$ cat src/rtl/lbpd_pkg.sv
// Package with the types, constants and token decoder of the LZSS bit-packed decoder.
`timescale 1ns / 1ps

package lbpd_pkg;

	localparam int WINDOW_SIZE = 2048;
	localparam int WIN_AW = $clog2(WINDOW_SIZE);
	localparam logic [WIN_AW-1:0] WIN_START = 11'h7ef;
	localparam logic [WIN_AW-1:0] WIN_LAST = WIN_AW'(WINDOW_SIZE - 1);
	localparam logic [7:0] WIN_FILL = 8'h20;
	localparam logic [4:0] LIT_BITS = 5'd9;
	localparam logic [4:0] COPY_BITS = 5'd16;

	typedef struct packed {
		logic [7:0] in_byte;
		logic       last_byte;
	} in_item_t;

	typedef struct packed {
		logic [7:0] out_byte;
		logic       run_last;
	} out_item_t;

	typedef enum logic [1:0] {
		TOK_NONE,
		TOK_LIT,
		TOK_COPY
	} tok_kind_t;

	typedef struct packed {
		tok_kind_t         kind;
		logic [7:0]        lit;
		logic [WIN_AW-1:0] pos;
		logic [3:0]        len;
		logic [15:0]       bits;
		logic [3:0]        cnt;
	} token_t;

	typedef enum logic [1:0] {
		ST_CLEAR,
		ST_IDLE,
		ST_LIT,
		ST_COPY
	} state_t;

	typedef struct packed {
		logic accept;
		logic emit_lit;
		logic emit_copy;
		logic clear;
	} dp_cmd_t;

	typedef struct packed {
		tok_kind_t kind;
		logic      copy_last;
		logic      clr_done;
		logic      last;
		logic      in_last;
		logic      can_emit;
	} dp_sts_t;

	// Shifts one stream byte into the token buffer, MSB first; at most one token completes.
	function automatic token_t decode_byte(logic [15:0] bits_in, logic [3:0] cnt_in,
			logic [7:0] byte_in);
		token_t     t;
		logic [15:0] b;
		logic [4:0]  c;
		t.kind = TOK_NONE;
		t.lit = '0;
		t.pos = '0;
		t.len = '0;
		b = bits_in;
		c = {1'b0, cnt_in};
		for (int k = 7; k >= 0; k--) begin
			b = {b[14:0], byte_in[k]};
			c = c + 5'd1;
			if (c == LIT_BITS && b[8]) begin
				t.kind = TOK_LIT;
				t.lit = b[7:0];
				b = '0;
				c = '0;
			end else if (c == COPY_BITS) begin
				t.kind = TOK_COPY;
				t.pos = b[WIN_AW+3:4];
				t.len = b[3:0];
				b = '0;
				c = '0;
			end
		end
		t.bits = b;
		t.cnt = c[3:0];
		return t;
	endfunction

endpackage

$ cat src/rtl/lbpd_ctrl.sv
// Controller state machine of the LZSS bit-packed decoder.
`timescale 1ns / 1ps

module lbpd_ctrl (
	input  logic             clk,
	input  logic             arst_n,
	input  logic             in_valid,
	output logic             in_ready,
	input  lbpd_pkg::dp_sts_t sts,
	output lbpd_pkg::dp_cmd_t cmd
);
	import lbpd_pkg::*;

	state_t state_q;
	state_t state_nxt;

	always_ff @(posedge clk or negedge arst_n) begin
		if (!arst_n) begin
			state_q <= ST_CLEAR;
		end else begin
			state_q <= state_nxt;
		end
	end

	always_comb begin
		state_nxt = state_q;
		cmd = '0;
		in_ready = 1'b0;
		case (state_q)
			ST_CLEAR: begin
				cmd.clear = 1'b1;
				if (sts.clr_done) begin
					state_nxt = ST_IDLE;
				end
			end
			ST_IDLE: begin
				in_ready = 1'b1;
				if (in_valid) begin
					cmd.accept = 1'b1;
					case (sts.kind)
						TOK_LIT:  state_nxt = ST_LIT;
						TOK_COPY: state_nxt = ST_COPY;
						default:  state_nxt = sts.in_last ? ST_CLEAR : ST_IDLE;
					endcase
				end
			end
			ST_LIT: begin
				if (sts.can_emit) begin
					cmd.emit_lit = 1'b1;
					state_nxt = sts.last ? ST_CLEAR : ST_IDLE;
				end
			end
			ST_COPY: begin
				if (sts.can_emit) begin
					cmd.emit_copy = 1'b1;
					if (sts.copy_last) begin
						state_nxt = sts.last ? ST_CLEAR : ST_IDLE;
					end
				end
			end
			default: begin
				state_nxt = ST_CLEAR;
			end
		endcase
	end

endmodule

$ cat config.mk
export PLATFORM = sky130hd
export DESIGN_NAME = lbpd_ctrl
export DESIGN_NICKNAME = d
export VERILOG_FILES = /design/src/rtl/lbpd_pkg.sv /design/src/rtl/lbpd_ctrl.sv
export SDC_FILE = /design/constraint.sdc
export NUM_CORES = 1
export LEC_CHECK = 0
export BUFFER_PORTS_ARGS = -buffer_cell sky130_fd_sc_hd__buf_4
export CAP_MARGIN = 25
export CORE_AREA = 4 4 41 43
export DETAILED_ROUTE_END_ITERATION = 10
export DIE_AREA = 0 0 45 47
export HOLD_SLACK_MARGIN = 0.02
export SYNTH_ARGS = -nofsm -noshare
export SYNTH_HDL_FRONTEND = slang
export SYNTH_SLANG_ARGS = --single-unit
$ cat constraint.sdc
create_clock -name clk -period 1.2 [get_ports clk]
set_input_delay 0.06 -clock clk [delete_from_list [all_inputs] [get_ports clk]]
set_output_delay 0.06 -clock clk [all_outputs]
set_load 0.005 [all_outputs]
==> impl_metrics.tcl, run 1 <==
set metrics [dict create \
    yosys_warnings 0 \
    num_vias 201 \
    largest_register_ffs 2 \
    ys_seq_area_share_pct 31.0 \
    synth.distinct_cells 13 \
    cp.required_ns 1.14 \
    die-width_um 45 \
    drt_pre_antenna_iters 2 \
    cts_root_buf "clkbuf_4" \
    postSynthCellCount 22 \
    p_switching_w 0.000243 \
    power_frac_seq_pct 24.6 \
    cp_max_fo 5 \
    synth-seq-cells 2 \
    synth_area_leaders "dfrtp_1 (31%), nand2_1 (9.3%), nor2_1 (9.3%), a211oi_2 (7.8%), ha_1 (7.8%)" \
    worst_pin_slew_ns 0.163 \
    io_pins 15 \
    p_per_area_nw_per_um2 1970 \
    synthFlopType "dfrtp_1" \
    r2r_setup_slack_ns 0.13 \
    clk_pin_slew_ns 0.03 \
    grt_pass1_wl_um 807 \
    combPwrFrac_pct 51.4 \
    largest_register "state_q" \
    cts_tree "yes" \
    reg2regPathDepth 4 \
    synth_top_area_cell "dfrtp_1" \
    syn_area_um2 161 \
    drt_iter0_drc 2 \
    worst_r2r_endpoint "state_q[0]" \
    avgSynthCellArea_um2 7.34 \
    die_area_um2 2120 \
    n_antenna_cell 0 \
    async_flop_share_pct 100 \
    coreArea_um2 1300 \
    grt_pass1_vias 204 \
    max-slew-margin-rel_pct 89.1 \
    cts.sinks 2 \
    finalSetupTns_ns 0 \
    worstHoldPathType "in2reg" \
    critPathKind "reg2out" \
    reg_top3 "state_q: 2 flops" \
    clockBufferDepth 2 \
    intPower_w 0.000401 \
    synthTopCellsByCount "nand2_1 (4), nor2_1 (4), dfrtp_1 (2), inv_1 (2), o21ai_0 (2)" \
    p_sw_share_pct 37.7 \
    end_kind "output port" \
    grt_max_degree 8 \
    post_cts_buffers 0 \
    area_delta_synth_final_pct 102 \
    fin_crit_sh_pct 93.1 \
    wl_per_cell_um 8.56 \
    setup_viol 0 \
    min_to "state_q[0]" \
    worstReg2RegStart "state_q[0]" \
    initial_core_util_pct 12.4 \
    cp.arrival_ns 1.06 \
    power_frac_clock_pct 23.9 \
    rsz0062_at_grt "false" \
    slew_viol_final 0 \
    synthesis.nets 33 \
    layout_min_cycle_time_ns 1.12 \
    status "complete, no violations" \
    clk_latency_ns 0.23 \
    leakagePower_nw 0.173 \
    totalWireLength_um 471 \
    synth_top_area_share_pct 31.0 \
    holdPathStages 3 \
    gp_congestion 0.693 \
    drc 0 \
    nNetsFinal 53 \
    gr-usage-all-layers_pct 6.01 \
    hold_viol_final 0 \
    fin_worst_skew_ns 0.00672 \
    synth_edf_count 0 \
    io_buffer_count 14 \
    antenna_found_initial 0 \
    clock.fmax_ghz 0.895 \
    worst_setup_path_start_kind "flip-flop" \
    fp-row-count 13 \
    htreeDepth 1 \
    vias_per_cell 3.65 \
    cts_made_buffers 3 \
    maxCapViolCount 0 \
    peakVddDrop_mv 0.678 \
    fillers 155 \
    die_y_um 47 \
    power_w 0.000644 \
    drive_above_1_share_pct 52.5 \
    grt-ovfl-total 0 \
    worstHoldStart "sts[2]" \
    antenna_left 0 \
]
==> layout by cell type, fill, tap and decap left out <==
master,synthesis,layout
inv_1,2,2
a22o_1,1,1
mux2i_1,1,1
nand2_1,4,4
a21oi_1,1,1
nor2_4,0,1
ha_1,1,1
buf_4,0,14
nor2_1,4,3
o21ai_1,1,1
and2_1,1,1
clkbuf_4,0,3
o21ai_0,2,2
a211oi_2,1,1
inv_2,1,1
dlygate4sd3_1,0,1
dfrtp_1,2,1
dfrtp_2,0,1
==> power by group through the flow <==
stage	Clock [W]	Combinational, W	Sequential [W]
after floorplan	0	0.000172	0.000139
final	0.000154	0.000331	0.000158
after global routing	0.000172	0.000380	0.000168
after detailed placement	0	0.000311	0.000147
after CTS	0.000166	0.000323	0.000150
after global placement	0	0.000310	0.000148
==> stage by stage <==
stage | instances | utilization, % | cell area, µm² | setup slack [ns] | hold WS [ns]
after floorplan | 22 | - | 161 | 0.187 | -0.236
after detailed placement | 51 | 21.9 | 285 | 0.159 | -0.157
final | 55 | 25.1 | 327 | 0.0828 | 0.126
after global placement | 51 | 21.9 | 285 | 0.144 | -0.157
after CTS | 55 | 24.6 | 320 | 0.0334 | 0.117
after global routing | 55 | 25.1 | 327 | 0.0124 | 0.148
==> timing repair <==
action / CTS / global route
hold buffers: 1 / 0
setup endpoints to repair: 1 / 1
hold endpoints to repair: 2 / 0
gates resized for setup: 1 / 2
==> worst max-delay path by stage <==
| stage | start | endpoint | slack (ns) | cells after the start |
|---|---|---|---|---|
| 2_1_floorplan | state_q[0] | state_q[0] | 0.19 | 4 |
| 3_3_place_gp | state_q[0] | state_q[0] | 0.14 | 4 |
| 3_5_place_dp | state_q[0] | state_q[0] | 0.16 | 4 |
| 4_1_cts | state_q[1] | cmd[3] | 0.03 | 4 |
| 5_1_grt | state_q[0] | cmd[3] | 0.01 | 5 |
| 6_report | state_q[0] | cmd[3] | 0.08 | 5 |
==> cell families after synthesis <==
kind of cell / count (synthesis) / share of synthesized area, %
flops: 2 / 31.0
simple gates: 9 / 22.5
compound gates: 6 / 25.6
fa+ha+maj: 1 / 7.75
buf+inv: 3 / 6.98
mux: 1 / 6.20
==> critical path, cell delays in order, from the launching register on <==
cell	delay (ns)
dfrtp_1	0.40
inv_2	0.13
nor2_4	0.05
nand2_1	0.08
inv_1	0.05
buf_4	0.12
==> final cells by class <==
cell class                      instances  area, µm²  share of cell area (%)
Timing Repair Buffer                   15        115                    35.2
Multi-Input combinational cell         17        108                    33.0
Sequential cell                         2       51.3                    15.7
Clock buffer                            3       22.5                    6.90
Tap cell                               15       18.8                    5.75
Inverter                                3       11.3                    3.45
==> layer usage <==
layer / wire length, µm / vias to the layer above / GRT usage [%]
li1: - / 111 / -
met1: 215 / 74 / 5.92
met2: 151 / 14 / 7.34
met3: 87 / 2 / 5.75
met4: 17 / 0 / 5.26
met5: 0 / - / 0
No activity file was read; power rests on OpenSTA's default activity.
==> inputs of run 2 (changes only) <==
- ABC_AREA: not set -> 1
==> run 2 against run 1 <==
Effect of this change:
- die area unchanged
- critical path depth decreased by 2
- worst setup slack improved by 0.031 ns
- routed wire length increased by 10%
- largest cell class is now multi-input combinational cells
==> impl_metrics.tcl, run 2 <==
set metrics [dict create \
    drive_above_1_share_pct 41.1 \
    totalWireLength_um 519 \
    clk_latency_ns 0.22 \
    die-width_um 45 \
    clockBufferDepth 2 \
    vias_per_cell 3.55 \
    min_to "state_q[1]" \
    async_flop_share_pct 100 \
    synth-compound-area-share_pct 4.82 \
    seqCellArea_um2 52.6 \
    yosys.area_share.simple_pct 45.2 \
    fin_worst_skew_ns 0.00184 \
    drc 0 \
    layout_min_cycle_time_ns 1.09 \
    synth.distinct_cells 10 \
    leakagePower_nw 0.222 \
    cp.required_ns 1.14 \
    rsz0062_at_grt "false" \
    worst_pin_slew_ns 0.157 \
    antenna_left 0 \
    worstHoldStart "sts[0]" \
    max-slew-margin-rel_pct 89.4 \
    n_antenna_cell 0 \
    grt-ovfl-total 0 \
    cts_tree "yes" \
    clk_pin_slew_ns 0.03 \
    largest_register "state_q" \
    postLayoutCoreUtil_pct 28.2 \
    status "complete, no violations" \
    cts.sinks 2 \
    wl_per_cell_um 7.31 \
    reg_top3 "state_q: 2 flops" \
    synth_top_area_share_pct 25.3 \
    area_delta_synth_final_pct 76.5 \
    place_hpwl_um 424 \
    die_y_um 47 \
    synth_edf_count 0 \
    critPathKind "reg2out" \
    synthFlopType "dfrtp_1" \
    gp_congestion 0.694 \
    cp.arrival_ns 1.03 \
    peakVddDrop_mv 0.564 \
    finalSetupTns_ns 0 \
    p_per_area_nw_per_um2 1940 \
    synth_area_leaders "nand2_1 (25%), dfrtp_1 (24%), inv_1 (16%), nor3_1 (7.2%), ha_1 (6.0%)" \
    synth_top_area_cell "nand2_1" \
    initial_core_util_pct 16.0 \
    worst_r2r_endpoint "state_q[0]" \
    drt_pre_antenna_iters 2 \
    post_cts_buffers 0 \
    io_buffer_count 14 \
    synthMuxAreaShare_pct 0 \
    setup_viol 0 \
    synth_xor_area_share_pct 0 \
    cp_max_fo 6 \
    power_w 0.000710 \
    cts_made_buffers 3 \
    fillers 164 \
    fin_crit_sh_pct 90.6 \
    largest_register_ffs 2 \
    maxCapViolCount 0 \
    worstHoldPathType "in2reg" \
    postSynthCellCount 38 \
    synth_top_family_by_area "simple AND/OR/NAND/NOR gates" \
    multi_input_area_um2 116 \
    synthesis.nets 49 \
    synth_adder_area_share_pct 6.02 \
    coreArea_um2 1300 \
    nNetsFinal 69 \
    grt_max_degree 7 \
    gr-usage-all-layers_pct 5.92 \
    end_kind "output port" \
    r2r_setup_slack_ns 0.21 \
    drt_iter0_drc 2 \
    syn_area_um2 208 \
    holdPathStages 4 \
    fp-row-count 13 \
    yosys_warnings 0 \
    hold_viol_final 0 \
    num_vias 252 \
    synth.most_common_cell "nand2_1" \
    htreeDepth 1 \
    reg2regPathDepth 6 \
    synthTopCellsByCount "nand2_1 (14), inv_1 (9), nor3_1 (3)" \
    final_cell_mix "nand2_1 (14), buf_4 (14), inv_1 (9), nor3_1 (3), clkbuf_4 (3)" \
    io_pins 15 \
    worstReg2RegStart "state_q[1]" \
    avgSynthCellArea_um2 5.47 \
    grt_pass1_wl_um 890 \
    worst_setup_path_start_kind "flip-flop" \
    die_area_um2 2120 \
    slew_viol_final 0 \
    grt_pass1_vias 253 \
    antenna_found_initial 0 \
    clock.fmax_ghz 0.920 \
    synth-seq-cells 2 \
    cts_root_buf "clkbuf_4" \
    ys_seq_area_share_pct 24.1 \
]
[run 2: changes by cell type after synthesis, sizes merged, moves of 2 or more]
cell / delta
nand2: +10
inv: +8
nor3: +3
o21ai: -3
nand3: +2
[run 2: per-stage QoR]
step	area [µm²]	cells	worst slack, ns	hold slack [ns]
3_3_place_gp	332	67	0.153	-0.156
2_1_floorplan	208	38	0.241	-0.236
4_1_cts	364	71	0.0338	0.135
6_report	367	71	0.113	0.139
3_5_place_dp	332	67	0.155	-0.157
5_1_grt	367	71	0.0160	0.159
[run 2: timing repair]
item	in CTS	in global routing
endpoints found under the hold margin	2	0
gates resized for setup	0	2
endpoints found under the setup margin	0	3
hold buffers	1	0
[run 2: cell type report]
class	instances	area share, %
Multi-Input combinational cell	25	31.7
Timing Repair Buffer	15	31.4
Sequential cell	2	14.3
Inverter	11	11.3
Clock buffer	3	6.14
Tap cell	15	5.12
[run 2: how the worst max path moves through the flow]
stage,to,startpoint,slack (ns),cells past startpoint
detailed placement,state_q[0],state_q[0],0.15,7
global placement,state_q[0],state_q[0],0.15,7
floorplan,state_q[0],state_q[1],0.24,6
CTS,cmd[1],state_q[1],0.03,3
global route,cmd[1],state_q[1],0.02,3
finish,cmd[1],state_q[1],0.11,3
[run 2: cells by family after synthesis]
| group | Yosys count |
|---|---|
| AO/OA/AOI/OAI | 2 |
| adder cells (fa/ha/maj) | 1 |
| buffers and inverters | 11 |
| flip-flops | 2 |
| AND/OR/NAND/NOR | 22 |
[run 2: power breakdown]
part / total (W) / switching, W / internal [W]
Combinational: 0.000388 / 0.000193 / 0.000195
Sequential: 0.000175 / 0.0000654 / 0.000109
Clock: 0.000148 / 0.0000373 / 0.000110
[run 2: per-layer routing]
layer / vias up / part of all wire, % / GRT usage, %
met5: - / 0 / 0
met4: 0 / 0 / 3.51
met3: 0 / 12 / 3.45
met2: 12 / 38 / 7.63
met1: 93 / 50 / 7.50
li1: 147 / - / -
[run 2: worst max-delay path: stages, from the launching register on]
cell	delay [ns]
dfrtp_2	0.42
inv_2	0.07
nor3_1	0.18
buf_4	0.14
